### src/rtl/pls_pkg.sv
// ============================================================================
// pls_pkg: shared types and codes for the positional list store
// Command and status codes, plus the packed input and result words.
// ============================================================================
`default_nettype none

package pls_pkg;

    // Command codes
    localparam logic [2:0] CMD_INS_FRONT = 3'd0;
    localparam logic [2:0] CMD_INS_BACK  = 3'd1;
    localparam logic [2:0] CMD_INS_AT    = 3'd2;
    localparam logic [2:0] CMD_DEL_FRONT = 3'd3;
    localparam logic [2:0] CMD_DEL_BACK  = 3'd4;
    localparam logic [2:0] CMD_DEL_AT    = 3'd5;
    localparam logic [2:0] CMD_READ_ALL  = 3'd6;

    // Status codes
    localparam logic [1:0] ST_OK     = 2'd0;
    localparam logic [1:0] ST_BADPOS = 2'd1;
    localparam logic [1:0] ST_FULL   = 2'd2;
    localparam logic [1:0] ST_EMPTY  = 2'd3;

    typedef struct packed {
        logic [2:0]  command;
        logic [31:0] value;
        logic [7:0]  position;
    } t_in_word;

    typedef struct packed {
        logic [1:0]  status;
        logic [31:0] element;
        logic        has_element;
        logic [4:0]  entry_count;
        logic        last;
    } t_out_word;

endpackage

`default_nettype wire

### src/rtl/pls_ram.sv
// ============================================================================
// pls_ram: generic single-write, single-read RAM
// One write port and one read port; read data is registered.
// ============================================================================
`default_nettype none

module pls_ram #(
    parameter int WIDTH = 32,
    parameter int DEPTH = 16
) (
    input  wire logic                     i_clk,
    input  wire logic                     i_we,
    input  wire logic [$clog2(DEPTH)-1:0] i_waddr,
    input  wire logic [WIDTH-1:0]         i_wdata,
    input  wire logic                     i_re,
    input  wire logic [$clog2(DEPTH)-1:0] i_raddr,
    output logic      [WIDTH-1:0]         o_rdata
);

    logic [WIDTH-1:0] r_mem [DEPTH];
    logic [WIDTH-1:0] r_rdata;

    always_ff @(posedge i_clk) begin
        if (i_we) begin
            r_mem[i_waddr] <= i_wdata;
        end
        if (i_re) begin
            r_rdata <= r_mem[i_raddr];
        end
    end

    assign o_rdata = r_rdata;

endmodule

`default_nettype wire

### src/rtl/pls_cursor.sv
// ============================================================================
// pls_cursor: shared slot cursor step and compare unit
// Steps the cursor up or down by one and compares cursor and stepped cursor
// against a bound.
// ============================================================================
`default_nettype none

module pls_cursor #(
    parameter int CW = 5
) (
    input  wire logic [CW-1:0] i_cur,
    input  wire logic [CW-1:0] i_bound,
    input  wire logic          i_up,
    output logic      [CW-1:0] o_nxt,
    output logic               o_hit_cur,
    output logic               o_hit_nxt
);

    always_comb begin
        o_nxt     = i_up ? (i_cur + CW'(1)) : (i_cur - CW'(1));
        o_hit_cur = (i_cur == i_bound);
        o_hit_nxt = (o_nxt == i_bound);
    end

endmodule

`default_nettype wire

### src/rtl/positional_list_store.sv
// ============================================================================
// positional_list_store: bounded ordered list with positional edits
// Keeps up to DEPTH words in list order in a RAM and edits them by moving
// entries one slot at a time under a small sequencer.
// ============================================================================
//
// The block holds an ordered list of up to DEPTH words in slots 0..fill-1 of
// a single-port-write RAM. Each input word carries a command: insert at the
// front, the back or a 1-based position, delete the front, the back or a
// position, or read out the whole list. Edits move every entry behind the
// edit point by one slot, one entry at a time (read the neighbor, then
// write it), through one shared cursor step/compare unit; the sequencer waits
// out the RAM's registered read before each write, and that sets the pace. An
// insert or delete moves its entries and then passes through the done state
// to its status word; a rejected command (bad position, full, empty) goes
// straight to the done state. Read-out emits one word per entry, last marked,
// or a single word with has_element low when the list is empty; a stall on
// the result channel stretches it. The input channel takes a new word only
// when the sequencer is idle, while the previous result may still sit in the
// output register. Position is checked before full or empty, so a positional
// delete on an empty list reports an invalid position. Unused command code 7
// changes nothing and returns one ok status word.
//
`default_nettype none

module positional_list_store
    import pls_pkg::*;
#(
    parameter int DEPTH      = 16,
    parameter int DATA_WIDTH = 32
) (
    input  wire logic      i_clk,
    input  wire logic      i_rst_n,
    input  wire logic      i_in_valid,
    output logic           o_in_stall,
    input  wire t_in_word  i_in_word,
    output logic           o_out_valid,
    input  wire logic      i_out_stall,
    output t_out_word      o_out_word
);

    localparam int CW = $clog2(DEPTH + 1);   // fill and cursor width
    localparam int AW = $clog2(DEPTH);       // slot address width

    typedef enum logic [7:0] {
        S_IDLE    = 8'b0000_0001,
        S_INS_RD  = 8'b0000_0010,
        S_INS_WR  = 8'b0000_0100,
        S_DEL_RD  = 8'b0000_1000,
        S_DEL_WR  = 8'b0001_0000,
        S_RD_REQ  = 8'b0010_0000,
        S_RD_EMIT = 8'b0100_0000,
        S_DONE    = 8'b1000_0000
    } t_state;

    // Sequencer state
    t_state                r_state,  n_state;
    logic [CW-1:0]         r_fill,   n_fill;
    logic [CW-1:0]         r_cur,    n_cur;
    logic [CW-1:0]         r_bound,  n_bound;
    logic [DATA_WIDTH-1:0] r_val,    n_val;
    logic [1:0]            r_status, n_status;

    // Output register
    logic                  r_out_valid, n_out_valid;
    t_out_word             r_out,       n_out;

    // RAM ports
    logic                  ram_we;
    logic [AW-1:0]         ram_waddr;
    logic [DATA_WIDTH-1:0] ram_wdata;
    logic                  ram_re;
    logic [AW-1:0]         ram_raddr;
    logic [DATA_WIDTH-1:0] ram_rdata;

    // Shared cursor unit
    logic [CW-1:0]         cur_bound;
    logic                  cur_up;
    logic [CW-1:0]         cur_nxt;
    logic                  cur_hit;
    logic                  nxt_hit;

    // Decode helpers
    logic [8:0]            pos_w;
    logic [8:0]            fill_w;
    logic [7:0]            pos_m1;
    logic [CW-1:0]         pos_idx;
    logic                  is_full;
    logic                  is_empty;
    logic                  out_free;

    pls_ram #(
        .WIDTH (DATA_WIDTH),
        .DEPTH (DEPTH)
    ) u_slots (
        .i_clk   (i_clk),
        .i_we    (ram_we),
        .i_waddr (ram_waddr),
        .i_wdata (ram_wdata),
        .i_re    (ram_re),
        .i_raddr (ram_raddr),
        .o_rdata (ram_rdata)
    );

    // Inserts walk down toward the insert index; deletes and read-out walk up
    // toward the fill count.
    assign cur_up    = !((r_state == S_INS_RD) || (r_state == S_INS_WR));
    assign cur_bound = cur_up ? r_fill : r_bound;

    pls_cursor #(
        .CW (CW)
    ) u_cursor (
        .i_cur     (r_cur),
        .i_bound   (cur_bound),
        .i_up      (cur_up),
        .o_nxt     (cur_nxt),
        .o_hit_cur (cur_hit),
        .o_hit_nxt (nxt_hit)
    );

    assign pos_w    = {1'b0, i_in_word.position};
    assign fill_w   = 9'(r_fill);
    assign pos_m1   = i_in_word.position - 8'd1;
    assign pos_idx  = pos_m1[CW-1:0];
    assign is_full  = (r_fill == CW'(DEPTH));
    assign is_empty = (r_fill == '0);
    assign out_free = !r_out_valid || !i_out_stall;

    assign o_in_stall  = (r_state != S_IDLE);
    assign o_out_valid = r_out_valid;
    assign o_out_word  = r_out;

    always_comb begin
        n_state     = r_state;
        n_fill      = r_fill;
        n_cur       = r_cur;
        n_bound     = r_bound;
        n_val       = r_val;
        n_status    = r_status;
        n_out       = r_out;
        n_out_valid = r_out_valid && i_out_stall;   // drop once taken

        ram_we    = 1'b0;
        ram_waddr = r_cur[AW-1:0];
        ram_wdata = ram_rdata;
        ram_re    = 1'b0;
        ram_raddr = cur_nxt[AW-1:0];

        unique case (r_state)
            S_IDLE: begin
                if (i_in_valid) begin
                    n_val    = DATA_WIDTH'(i_in_word.value);
                    n_status = ST_OK;
                    n_state  = S_DONE;
                    unique case (i_in_word.command)
                        CMD_INS_FRONT: begin
                            if (is_full) begin
                                n_status = ST_FULL;
                            end else begin
                                n_cur   = r_fill;
                                n_bound = '0;
                                n_state = S_INS_RD;
                            end
                        end
                        CMD_INS_BACK: begin
                            if (is_full) begin
                                n_status = ST_FULL;
                            end else begin
                                n_cur   = r_fill;
                                n_bound = r_fill;
                                n_state = S_INS_RD;
                            end
                        end
                        CMD_INS_AT: begin
                            if ((pos_w == 9'd0) || (pos_w > (fill_w + 9'd1))) begin
                                n_status = ST_BADPOS;
                            end else if (is_full) begin
                                n_status = ST_FULL;
                            end else begin
                                n_cur   = r_fill;
                                n_bound = pos_idx;
                                n_state = S_INS_RD;
                            end
                        end
                        CMD_DEL_FRONT: begin
                            if (is_empty) begin
                                n_status = ST_EMPTY;
                            end else begin
                                n_cur   = '0;
                                n_state = S_DEL_RD;
                            end
                        end
                        CMD_DEL_BACK: begin
                            if (is_empty) begin
                                n_status = ST_EMPTY;
                            end else begin
                                n_cur   = r_fill - CW'(1);
                                n_state = S_DEL_RD;
                            end
                        end
                        CMD_DEL_AT: begin
                            if ((pos_w == 9'd0) || (pos_w > fill_w)) begin
                                n_status = ST_BADPOS;
                            end else begin
                                n_cur   = pos_idx;
                                n_state = S_DEL_RD;
                            end
                        end
                        CMD_READ_ALL: begin
                            if (!is_empty) begin
                                n_cur   = '0;
                                n_state = S_RD_REQ;
                            end
                        end
                        default: begin
                            // unused code: one ok status word, no change
                        end
                    endcase
                end
            end

            S_INS_RD: begin
                if (cur_hit) begin
                    // gap reached the insert index: drop the new word in
                    ram_we    = 1'b1;
                    ram_wdata = r_val;
                    n_fill    = r_fill + CW'(1);
                    n_state   = S_DONE;
                end else begin
                    ram_re  = 1'b1;
                    n_state = S_INS_WR;
                end
            end

            S_INS_WR: begin
                // move the lower neighbor up into the gap
                ram_we  = 1'b1;
                n_cur   = cur_nxt;
                n_state = S_INS_RD;
            end

            S_DEL_RD: begin
                if (nxt_hit) begin
                    // cursor on the old tail: the list just got shorter
                    n_fill  = r_fill - CW'(1);
                    n_state = S_DONE;
                end else begin
                    ram_re  = 1'b1;
                    n_state = S_DEL_WR;
                end
            end

            S_DEL_WR: begin
                // pull the upper neighbor down over the removed entry
                ram_we  = 1'b1;
                n_cur   = cur_nxt;
                n_state = S_DEL_RD;
            end

            S_RD_REQ: begin
                ram_re    = 1'b1;
                ram_raddr = r_cur[AW-1:0];
                n_state   = S_RD_EMIT;
            end

            S_RD_EMIT: begin
                // read data holds until the result register frees up
                if (out_free) begin
                    n_out_valid       = 1'b1;
                    n_out.status      = ST_OK;
                    n_out.element     = 32'(ram_rdata);
                    n_out.has_element = 1'b1;
                    n_out.entry_count = 5'(r_fill);
                    n_out.last        = nxt_hit;
                    n_cur             = cur_nxt;
                    n_state           = nxt_hit ? S_IDLE : S_RD_REQ;
                end
            end

            S_DONE: begin
                if (out_free) begin
                    n_out_valid       = 1'b1;
                    n_out.status      = r_status;
                    n_out.element     = '0;
                    n_out.has_element = 1'b0;
                    n_out.entry_count = 5'(r_fill);
                    n_out.last        = 1'b1;
                    n_state           = S_IDLE;
                end
            end

            default: begin
                n_state = S_IDLE;
            end
        endcase
    end

    // Control state
    always_ff @(posedge i_clk) begin
        if (!i_rst_n) begin
            r_state     <= S_IDLE;
            r_fill      <= '0;
            r_out_valid <= 1'b0;
        end else begin
            r_state     <= n_state;
            r_fill      <= n_fill;
            r_out_valid <= n_out_valid;
        end
    end

    // Payload and working registers
    always_ff @(posedge i_clk) begin
        r_cur    <= n_cur;
        r_bound  <= n_bound;
        r_val    <= n_val;
        r_status <= n_status;
        r_out    <= n_out;
    end

    // ------------------------------------------------------------------------
    // Assertions
    // ------------------------------------------------------------------------
    a_fill_bounded: assert property (@(posedge i_clk) disable iff (!i_rst_n)
        r_fill <= CW'(DEPTH))
        else $error("fill count above DEPTH");

    a_fill_steps_by_one: assert property (@(posedge i_clk) disable iff (!i_rst_n)
        ($past(i_rst_n) && (r_fill != $past(r_fill))) |->
            ((r_fill == $past(r_fill) + CW'(1)) || (r_fill == $past(r_fill) - CW'(1))))
        else $error("fill count moved by more than one");

    a_cursor_in_range: assert property (@(posedge i_clk) disable iff (!i_rst_n)
        ((r_state == S_INS_RD) || (r_state == S_INS_WR) || (r_state == S_DEL_RD) ||
         (r_state == S_DEL_WR) || (r_state == S_RD_REQ) || (r_state == S_RD_EMIT))
            |-> (r_cur < CW'(DEPTH)))
        else $error("slot cursor out of range");

    a_element_ok: assert property (@(posedge i_clk) disable iff (!i_rst_n)
        (r_out_valid && r_out.has_element) |-> (r_out.status == ST_OK))
        else $error("list entry word with non-ok status");

    a_change_only_after_edit: assert property (@(posedge i_clk) disable iff (!i_rst_n)
        ($past(i_rst_n) && (r_fill != $past(r_fill))) |-> (r_state == S_DONE))
        else $error("fill count changed outside an edit");

endmodule

`default_nettype wire

### config.mk
export PLATFORM = sky130hd
export DESIGN_NAME = positional_list_store
export DESIGN_NICKNAME = d
export VERILOG_FILES = /design/src/rtl/pls_pkg.sv /design/src/rtl/pls_ram.sv /design/src/rtl/pls_cursor.sv /design/src/rtl/positional_list_store.sv
export SDC_FILE = /design/constraint.sdc
export NUM_CORES = 1
export LEC_CHECK = 0
export ABC_CLOCK_PERIOD_IN_PS = 4700
export BUFFER_PORTS_ARGS = -buffer_cell sky130_fd_sc_hd__clkbuf_2
export CAP_MARGIN = 20
export CORE_MARGIN = 2
export CORE_UTILIZATION = 38
export DETAILED_ROUTE_END_ITERATION = 12
export HOLD_SLACK_MARGIN = 0.1
export PLACE_DENSITY_LB_ADDON = 0.25
export SYNTH_ARGS = -nofsm -noshare
export SYNTH_HDL_FRONTEND = slang
export SYNTH_SLANG_ARGS = --single-unit
export TNS_END_PERCENT = 5
### constraint.sdc
create_clock -name i_clk -period 4.7 [get_ports i_clk]
set_input_delay 0.94 -clock i_clk [delete_from_list [all_inputs] [get_ports i_clk]]
set_output_delay 0.94 -clock i_clk [all_outputs]
set_load 0.03 [all_outputs]
# [Yosys cells after proc, flatten, opt, wreduce, memory -nomap -nowiden]
# Memory sizes are Yosys's and may differ from the RTL's. A register that Yosys moved wholly into a read port is not among the register bits.
# Index checks and enable logic that the tools add are counted.
[totals] inputBits=47 mem_bits_rw=512 output_inout_bits=43 wordCells=130 ff_bits=99 n_memories=1
[mem_list] name="u_slots.r_mem" words=16 word_bits=32 rd=1 rd_clocked_by_memory_dff=1 wr=1 line_no="pls_ram.sv:20" rtl="logic [WIDTH-1:0] r_mem [DEPTH];"
[op_classes] n_eq_ne=32 n_addsub=6 n_lt_le_gt_ge=2 n_reduce_logical=25 mux=52
[op_table] cell="2-to-1 mux 41 bit" n=2
[op_table] cell="one-hot mux 41 bit (2 select lines)" n=1
[op_table] cell="2-to-1 mux 8 bit" n=10
[op_table] cell="2-to-1 mux 5 bit" n=15
[op_table] cell="2-to-1 mux 32 bit" n=2
[op_table] cell="one-hot mux 8 bit (8 select lines)" n=1
[op_table] cell="one-hot mux 8 bit (5 select lines)" n=1
[op_table] cell="one-hot mux 5 bit (3 select lines)" n=2
[op_table] cell="one-hot mux 5 bit (5 select lines)" n=1
[op_table] cell="!= test 2 bit (second input constant)" n=9
[op_table] cell="subtractor 5 x 1 -> 5 bit (second input constant)" n=3
[op_table] cell="!= test 3 bit (second input constant)" n=4
[op_table] cell="adder 5 x 1 -> 5 bit (second input constant)" n=2
[op_table] cell="== test 5 bit" n=2
[op_table] cell="one-hot mux 5 bit (2 select lines)" n=1
[op_table] cell="OR reduction 2 bit" n=5
[op_table] cell="== test 3 bit (second input constant)" n=3
[op_table] cell="logical NOT 9 bit" n=1
[op_table] cell="AND reduction 3 bit" n=3
[op_table] cell="== test 8 x 1 -> 1 bit (second input constant)" n=1
[op_table] cell="== test 8 x 2 -> 1 bit (second input constant)" n=1
[op_table] cell="== test 8 x 3 -> 1 bit (second input constant)" n=1
[op_table] cell="== test 8 x 4 -> 1 bit (second input constant)" n=1
[op_table] cell="== test 8 x 5 -> 1 bit (second input constant)" n=1
[op_table] cell="28 further kinds" n=44

# [Longest topological paths before layout]
# Gate-level depths: netlist of run 1.
[depth] word_depth=8 mapped_depth=13 depth_no_buf=12

# [By module]
# From an unflattened synthesis of run 1, not the netlist that was laid out.
[hier_totals] cells_unflattened=1275 area_unflattened_um2=25464.4
[by_module_without_submodules] mod="pls_ram" area_per_inst_um2=20155.6 seq_area_each_um2=16335.7 cells_each=838 instances=1
[by_module_without_submodules] mod="positional_list_store" area_per_inst_um2=5038.6 seq_area_each_um2=2832.7 cells_each=406 instances=1
[by_module_without_submodules] mod="pls_cursor" area_per_inst_um2=270.3 seq_area_each_um2=0.0 cells_each=31 instances=1

# [Least setup slack after synthesis of run 1]
# Ideal clock, no wire load.
[synth_path] kind="register to register" start="register r_state[7]" end="memory u_slots.r_mem[8][0] (enable)" period_less_slack_ps=5075 t_required_ps=4239 setup_slack_ps=-375 stages_incl_launch_ff=12 t_arrival_ps=4614 setup_time_ps=461 n_path_buf=2 cell_sequence="dfxtp_1 or4_4 buf_6 nor3_4 inv_2 o21ai_0 nand3_1 or3_1 buf_2 nand2_1 nand3b_1 nor3_1"
[synth_via] elab_chain_cells=8 word_cells_on_any_way=11 cone_classes="eq/ne: 4; mux: 5; reduce/logical: 2"
[synth_rtl] item="start: declaration" line_no="positional_list_store.sv:57" rtl="t_state r_state, n_state;"
[synth_rtl] item="start signal: assignment" line_no="positional_list_store.sv:305" rtl="r_state <= n_state;"
[synth_rtl] item="== test 8 x 2 -> 1 bit or == test 8 x 3 -> 1 bit (tied branches)" line_no="positional_list_store.sv:107, positional_list_store.sv:149"
[synth_rtl] item="logical OR 1 bit" line_no="positional_list_store.sv:107" rtl="assign cur_up = !((r_state == S_INS_RD) || (r_state == S_INS_WR));"
[synth_rtl] item="2-to-1 mux 5 bit" line_no="positional_list_store.sv:108" rtl="assign cur_bound = cur_up ? r_fill : r_bound;"
[synth_rtl] item="== test 5 bit" line_no="pls_cursor.sv:21" rtl="o_hit_cur = (i_cur == i_bound);"
[synth_rtl] item="2-to-1 mux 1 bit" line_no="positional_list_store.sv:223" rtl="if (cur_hit) begin"
[synth_rtl] item="one-hot mux 1 bit (2 select lines) *" line_no="positional_list_store.sv:149" rtl="unique case (r_state)"
[synth_rtl] item="2-to-1 mux 1 bit *" line_no="pls_ram.sv:24" rtl="if (i_we) begin"
[synth_rtl] item="2-to-1 mux 1 bit (implied by the code) *" line_no="pls_ram.sv:25" rtl="r_mem[i_waddr] <= i_wdata;"
[synth_rtl] item="end: declaration" line_no="pls_ram.sv:20"
# Every way passes the cells marked *; elsewhere a longest branch is shown, timed or not.

# [Final worst setup path of run 1]
[layout_path] start="register r_state[7]" end="register u_slots.r_rdata[15], in the netlist u_slots.o_rdata[15], read port of u_slots.r_mem (enable)"
[layout_via] elab_chain_cells=6 word_cells_on_any_way=13 cone_classes="eq/ne: 6; mux: 6; reduce/logical: 1"
[layout_rtl] item="== test 8 x 2 -> 1 bit or == test 8 x 3 -> 1 bit (tied branches)" line_no="positional_list_store.sv:107, positional_list_store.sv:149"
[layout_rtl] item="logical OR 1 bit" line_no="positional_list_store.sv:107"
[layout_rtl] item="2-to-1 mux 5 bit (on tied branches)" line_no="pls_cursor.sv:20, positional_list_store.sv:108"
[layout_rtl] item="== test 5 bit (on tied branches)" line_no="pls_cursor.sv:22, pls_cursor.sv:21"
[layout_rtl] item="2-to-1 mux 1 bit (on tied branches)" line_no="positional_list_store.sv:243, positional_list_store.sv:223"
[layout_rtl] item="one-hot mux 1 bit (3 select lines) *" line_no="positional_list_store.sv:149"
[layout_rtl] item="via ram_re" line_no="positional_list_store.sv:72" rtl="logic ram_re;"
[layout_rtl] item="end: declaration" line_no="pls_ram.sv:21" rtl="logic [WIDTH-1:0] r_rdata;"
# Mark *: on every way through the listed nets, which the timed path passes. The rest lies on a longest branch.
# A chain may end at the register's enable or synchronous reset.

==> results of run 1 <==
worst paths after layout:
| kind | startpoint | slack (ns) | cells after the start | to |
|---|---|---|---|---|
| setup / recovery | r_state[7] | 0.64 | 12 | u_slots.o_rdata[15] |
| hold / removal | i_in_word[14] | 0.51 | 1 | r_val[6] |
| setup reg to reg | r_state[7] | 0.64 | 12 | u_slots.o_rdata[15] |
| hold reg to reg | r_state[6] | 0.56 | 2 | r_state[6] |
flip-flops by register name, summed over array words and instances (netlist names):
name / flops
r_state: 8
u_slots.o_rdata: 32
r_val: 32
o_out_valid: 1
r_fill: 5
r_status: 2
r_cur: 5
o_out_word: 41
r_bound: 5
u_slots.r_mem: 512
cell usage in the layout (no fill, tap or decap), types with 14 or more instances in the layout:
cell type	n
edfxtp_1	629
mux4_2	128
nand2_1	104
clkbuf_2	89
clkbuf_16	72
a21oi_1	55
nor2b_1	38
mux2i_1	36
and2_1	35
a211oi_1	34
nor2_1	30
buf_4	30
o21ai_0	23
buf_12	21
inv_1	18
ha_1	17
nand2b_1	15
dfxtp_1	14
through the flow:
| stage | std cells | instance area (um^2) |
|---|---|---|
| 3_3_place_gp | 2349 | 28000 |
| 3_5_place_dp | 2350 | 28000 |
| 4_1_cts | 2473 | 30300 |
| 2_1_floorplan | 1408 | 26000 |
| 6_report | 2474 | 30300 |
| 5_1_grt | 2473 | 30300 |
cells by family (layout without fill, tap and decap cells):
family / Yosys count / count (layout) / share of synthesized area
buffers and inverters: 91 / 283 / 0.0156
AOI/OAI and AO/OA: 166 / 166 / 0.0422
and+or+nand+nor: 297 / 297 / 0.0594
adders and majority gates: 18 / 18 / 0.00896
DFF: 643 / 643 / 0.738
muxes: 176 / 176 / 0.130
xor gates and xnor gates: 17 / 17 / 0.00626
other: 0 / 1 / 0
power by group through the flow:
stage                     Clock (mW)  Combinational (mW)  Sequential, mW
after floorplan                    0                3.39            6.76
after global placement             0                4.51            6.80
after detailed placement           0                4.58            6.80
after CTS                       5.61                4.58            6.68
after global routing            5.85                4.87            6.69
final                           5.49                4.49            6.68
cell type report:
class                   count  share of cell area
repair buffers            141              0.0369
multi-input cells         674               0.217
clock inverters            38              0.0145
flip-flops and latches    643               0.632
diodes                      1           0.0000825
clock buffers              85              0.0610
well taps                 873              0.0360
inverters                  19             0.00235
layer usage:
layer  share of wire  up-vias
met4           0.014        0
li1                -     5932
met1            0.45     7040
met5               0        -
met2            0.49      410
met3           0.053       66
cell usage after synthesis, types with 15 or more instances:
cell,n,area (um^2)
a211oi_1,34,255
a21oi_1,57,285
and2_1,36,225
buf_2,17,85.1
clkbuf_1,42,158
edfxtp_1,629,18900
ha_1,17,213
inv_1,18,67.6
mux2i_1,38,380
mux4_2,128,2880
nand2_1,105,394
nand2b_1,15,93.8
nor2_1,39,146
nor2b_1,41,257
nor3_1,16,80.1
o21ai_0,23,115
==> summary.txt, run 1 <==
Synthesis
  – Post-synth EDFFs: 629
  – Post-Syn Nets: 1,473
  – Post-Syn Instances: ~1,400
  – Synth warn: 0
  – Post-synthesis register bit count: 643
  – Sequential fraction of the synthesis area: 0.738
  – Post-Syn Area: between 20,000 and 30,000 um^2
  – Mean post-synth cell area: approximately 18 um^2
  – Dominant register cell in the synthesized netlist: edfxtp_1
  – Unique masters post-synth: 69
  – Synth async-reset ratio: 0

Cells and area
  – Nets@finish: 1,613
  – Sequential cell area: between 15,000 and 20,000 um^2
  – Share of cells above drive strength 1: 0.259
  – Area growth syn-to-layout: 16.7%
  – Area of the multi-input gates: 6590 um^2
  – Fillers: around 5,700
  – Final Core Density: 0.450

Min path
  – Hold Path Class: in2reg

Setup path
  – Largest delay share family, worst path: simple AND/OR/NAND/NOR gates
  – CP endpoint kind: flop
  – CP Max Fanout: 22
  – Worst Path Buf+Inv: 3
  – Critical Path Most Common Cell: buf_4
  – Cell Chain, Critical Path: or4_4 -> nor3_4 -> buf_4 -> ha_1 -> xnor2_1 -> inv_1 -> and3_1 -> a2111o_1 -> nor4_4 -> o22a_2 -> nand2_2 -> buf_4
  – Startpoint type of the worst setup path: flop
  – Worst Path Required: 5.00 ns
  – Critical path class: reg2reg
  – Worst EP arrival: about 4.4 ns
  – Slowest CP cell: or4_4
  – CP peak stage delay: roughly 0.62 ns

Detailed routing
  – Via/cell ratio: approximately 5.4
  – Drt first-iter violations: between 1,000 and 1,500
  – ANT nets after route: 0
  – Drt wl/cell: 24.4 um
  – Vias post-DR: 13,400
  – Final WL: approximately 60,000 um
  – DRC: 0
  – Pre-antenna DRT Iters: 7

STA
  – Min Tclk post-route: between 4 and 5 ns
  – Relative slew slack: 0.453
  – Max frequency: 0.246 GHz
  – Tightest hold margin: a little over 0.5 ns
  – Fin Clk Skew: between 0.01 and 0.015 ns
  – Final hold viol count: 0
  – Setup TNS Final: 0 ns
  – Final worst path period share: 0.863
  – RSZ-0062 raised after global routing: false
  – Setup ws final: between 0.6 and 0.7 ns
  – Worst slew pin tran: ~0.82 ns
  – Final Setup Violations: 0
  – Fin. max-slew vios: 0

Clock tree
  – Cts-stage hold buffer count: 0
  – Worst-Skew Late Latency: ~0.6 ns
  – H-tree lvl count: 3
  – CTS tree: built
  – Clock slew at reported path FFs: 0.06 ns
  – Total CTS buffers: 69
  – Post-CTS Setup Repair Bufs: 0
  – Clk sink count: between 600 and 700
  – Clock Tree Buf Depth: 3
  – CTS root buf: clkbuf_16
  – Resize count post-CTS: 0

Global routing
  – GR Util met2: 0.287
  – Busiest metal layer after global routing: met2
  – Vias in the first global route: 14,100
  – First-pass GRT wire length: slightly above 90,000 um
  – Met1 GRT Util: 0.242
  – Overflow left after global routing: 0
  – GRT Overall Usage: 0.174
  – Pin count of the biggest net entering global routing: 78
  – Met3 Use GR: 0.0285
  – Initial antenna violation count: 2

Pwr
  – Peak VDD IR: about 0.48 mV
  – Internal: 12.0 mW
  – Pleak: 9.95 nW
  – Comb pwr share: 0.269
  – Sequential fraction of design power: 0.401
  – Final Total Pwr: between 15 and 20 mW
  – Psw: about 4.6 mW
  – Clock power frac: 0.329
  – Pwr/cell area: 549 nW/um^2
  – Switching share of power: 0.277

Place
  – DP HPWL: approximately 35,000 um
  – # port buffers: 89
  – Post-place setup slack: just under 0.7 ns
  – GPL Wtd Cong: roughly 0.8

Floorplanning
  – Core Region: ~67,000 um^2
  – Chip height: ~270 um
  – # rows: 95
  – Initial Utilization: 0.386
  – Die Area: 70,500 um^2
  – Die Span X: between 200 and 300 um
  – I/O pin count: 90

Flow run
  – Max Cap Viol: 0

Run status
  – Status: finished clean
Note: power is estimated with default switching activity, not from simulation.
==> inputs of run 2 (changes only) <==
- SYNTH_HIERARCHICAL: unset -> 1
==> run 2 against run 1 <==
Setup slack got worse by 0.30 ns. Total power decreased by 17%. First-iteration DRC count decreased by 26%. Flip-flop and latch count unchanged. Sequential power decreased by 4.2%. Maximum frequency decreased by 6.9%. Area after synthesis decreased by 2.0%. Register-to-register slack got worse by 0.30 ns. Clock skew increased by 0.0015 ns. Core utilization increased by 0.096 points. Global-route usage decreased by 0.96 points. Cell count decreased by 5.0%.
==> summary.txt, run 2 <==
STA
  – Final Setup Violations: 0 (unchanged)
  – Max frequency: 0.230 GHz (-6.9%)
  – Min Tclk post-route: 4.36 ns (+0.298 ns)
  – Setup ws final: 0.344 ns (-0.298 ns)
  – Fin. max-slew vios: 0 (unchanged)
  – Relative slew slack: 0.387 (-0.0663)
  – Tightest hold margin: 0.509 ns (-0.000123 ns)
  – Final worst path period share: 0.927 (+0.0635)
  – Fin Clk Skew: 0.0158 ns (+0.00154 ns)
  – Final hold viol count: 0 (unchanged)
  – Setup TNS Final: 0 ns (unchanged)
  – Worst slew pin tran: 0.920 ns (+0.101 ns)
  – RSZ-0062 raised after global routing: false

Cells and area
  – Leading cell types in the layout, fill and taps excluded: edfxtp_1 (629), mux4_2 (128), clkbuf_2 (89), clkbuf_16 (74), a22oi_1 (72)
  – # diodes: 0 (-1)
  – Nets@finish: 1,495 (-7.3%)
  – Largest Register: u_slots/r_mem
  – Largest register FFs: 512 (unchanged)
  – Final Core Density: 0.451 (+0.000960)
  – Commonest non-fill, non-tap cell in the layout: edfxtp_1
  – Area growth syn-to-layout: 17.1%
  – Share of cells above drive strength 1: 0.306 (+0.0468)

Clock tree
  – Worst-Skew Late Latency: 0.61 ns (about the same)
  – Clk sink count: 643 (unchanged)
  – Resize count post-CTS: 0 (unchanged)
  – Total CTS buffers: 70 (+1.4%)
  – Clock Tree Buf Depth: 3 (unchanged)
  – Post-CTS Setup Repair Bufs: 0 (unchanged)
  – CTS root buf: clkbuf_16
  – H-tree lvl count: 3 (unchanged)
  – CTS tree: built
  – Cts-stage hold buffer count: 0 (unchanged)
  – Clock slew at reported path FFs: 0.06 ns (about the same)

Place
  – DP HPWL: 33,300 um (-4.0%)
  – GPL Wtd Cong: 0.817 (about the same)
  – # port buffers: 89 (unchanged)
  – Post-place setup slack: 0.351 ns (-0.344 ns)

Setup path
  – Critical path class: reg2reg
  – CP endpoint kind: flop
  – Startpoint type of the worst setup path: flop
  – R2R Setup Slk: 0.34 ns (-0.30 ns)
  – CP Max Fanout: 23 (+4.5%)
  – Worst EP arrival: 4.62 ns (+0.26 ns)
  – Worst Path Required: 4.96 ns (-0.04 ns)

Global routing
  – First-pass GRT wire length: 85,000 um (-6.3%)
  – Vias in the first global route: 13,300 (-5.7%)
  – Initial antenna violation count: 0 (-2)
  – Pin count of the biggest net entering global routing: 56 (-28%)
  – Overflow left after global routing: 0 (unchanged)
  – GRT Overall Usage: 0.164 (-0.00965)

Synthesis
  – Mean post-synth cell area: 20.0 um^2 (+8.2%)
  – Post-synth top cells: edfxtp_1 (629), mux4_2 (128), a22oi_1 (72), nand2_1 (52), nor2_1 (44)
  – Post-synthesis register bit count: 643 (unchanged)
  – Top-area cell type share of the netlist area: 0.742 (+0.0148)
  – Post-synth EDFFs: 629 (unchanged)
  – Unique masters post-synth: 70 (+1.4%)
  – Post-Syn Area: 25,500 um^2 (-2.0%)
  – Count leader, synth: edfxtp_1
  – Synth async-reset ratio: 0 (unchanged)
  – Cell taking the most area after synthesis: edfxtp_1
  – Dominant register cell in the synthesized netlist: edfxtp_1
  – Sequential fraction of the synthesis area: 0.753 (+0.0150)
  – Synth area leaders: edfxtp_1 (74%), mux4_2 (11%), a22oi_1 (2.1%)
  – Post-Syn Instances: 1,275 (-9.4%)
  – Synth warn: 6 (+6)
  – Post-Syn Nets: 1,341 (-9.0%)

Floorplanning
  – Core Region: 66,100 um^2 (-1.9%)
  – I/O pin count: 90 (unchanged)
  – Chip height: 263 um (-0.99%)
  – Die Span X: 263 um (-0.99%)
  – Die Area: 69,100 um^2 (-2.0%)
  – # rows: 94 (-1.1%)
  – Initial Utilization: 0.385 (about the same)

Detailed routing
  – Final WL: 56,000 um (-7.4%)
  – Pre-antenna DRT Iters: 5 (-2)
  – Drt wl/cell: 23.8 um (-2.5%)
  – Vias post-DR: 12,500 (-7.3%)
  – DRC: 0 (unchanged)
  – Via/cell ratio: 5.31 (-2.4%)
  – ANT nets after route: 0 (unchanged)
  – Drt first-iter violations: 919 (-26%)

Run status
  – Status: finished clean

Flow run
  – Max Cap Viol: 0 (unchanged)

Pwr
  – Pwr/cell area: 465 nW/um^2 (-15%)
  – Final Total Pwr: 13.9 mW (-17%)
  – Peak VDD IR: 0.218 mV (-55%)
  – Pleak: 9.72 nW (-2.3%)

Min path
  – Hold Path Class: in2reg
run 2: critical path: stages (launching register included):
cell and delay, ns:
dfxtp_1 0.36, nor4_4 0.48, nand3_1 0.29, and2_1 0.38, mux2_2 0.35, xnor2_1 0.16
nand4_1 0.12, nor2_1 0.36, nand4_4 0.12, nand3_1 0.24, or3b_2 0.61, nor3_4 0.16
buf_4 0.37
run 2: area by class of cell:
class | instances | area (um^2)
clock buffer | 90 | 1920
clock inverter | 39 | 469
fill | 5667 | 36300
inverter | 19 | 71.3
multi-input combinational | 552 | 6120
sequential | 643 | 19200
tap | 864 | 1080
timing repair buffer | 143 | 976
run 2: path summary, 6_finish.rpt:
check | start | to | cells after the start
worst max-delay path | r_state[5] | u_slots/r_mem[0][5] | 12
worst min-delay path | i_in_word[25] | r_val[17] | 1
worst max register to register | r_state[5] | u_slots/r_mem[0][5] | 12
worst min register to register | u_slots/o_rdata[3] | o_out_word[10] | 1
run 2: cells by family after synthesis:
| family | Yosys count | share of synthesized area |
|---|---|---|
| DFF | 643 | 0.753 |
| and+or+nand+nor | 195 | 0.0417 |
| muxes | 173 | 0.133 |
| AOI/OAI and AO/OA | 143 | 0.0404 |
| buffers and inverters | 80 | 0.0143 |
| xor gates and xnor gates | 22 | 0.00816 |
| adders and majority gates | 19 | 0.00963 |
run 2: metrics by stage:
stage               instances  area [um^2]
global placement         2221        27400
finish                   2350        29800
CTS                      2350        29800
global route             2350        29800
detailed placement       2221        27400
floorplan                1275        25500
run 2: where the power goes:
group	internal [mW]	leakage (nW)	switching [mW]
sequential	6.35	5.79	0.0529
combinational	0.812	2.77	1.00
clock	3.45	1.16	2.20
total	10.6	9.72	3.25
run 2: layer usage:
layer / routed length (um) / share of wire / vias up / global-route usage
met5: 0 / 0 / - / 0
met3: 2360 / 0.042 / 70 / 0.0260
met2: 28200 / 0.50 / 271 / 0.278
met1: 24400 / 0.44 / 6570 / 0.220
li1: - / - / 5558 / -
met4: 1010 / 0.018 / 0 / 0.0494
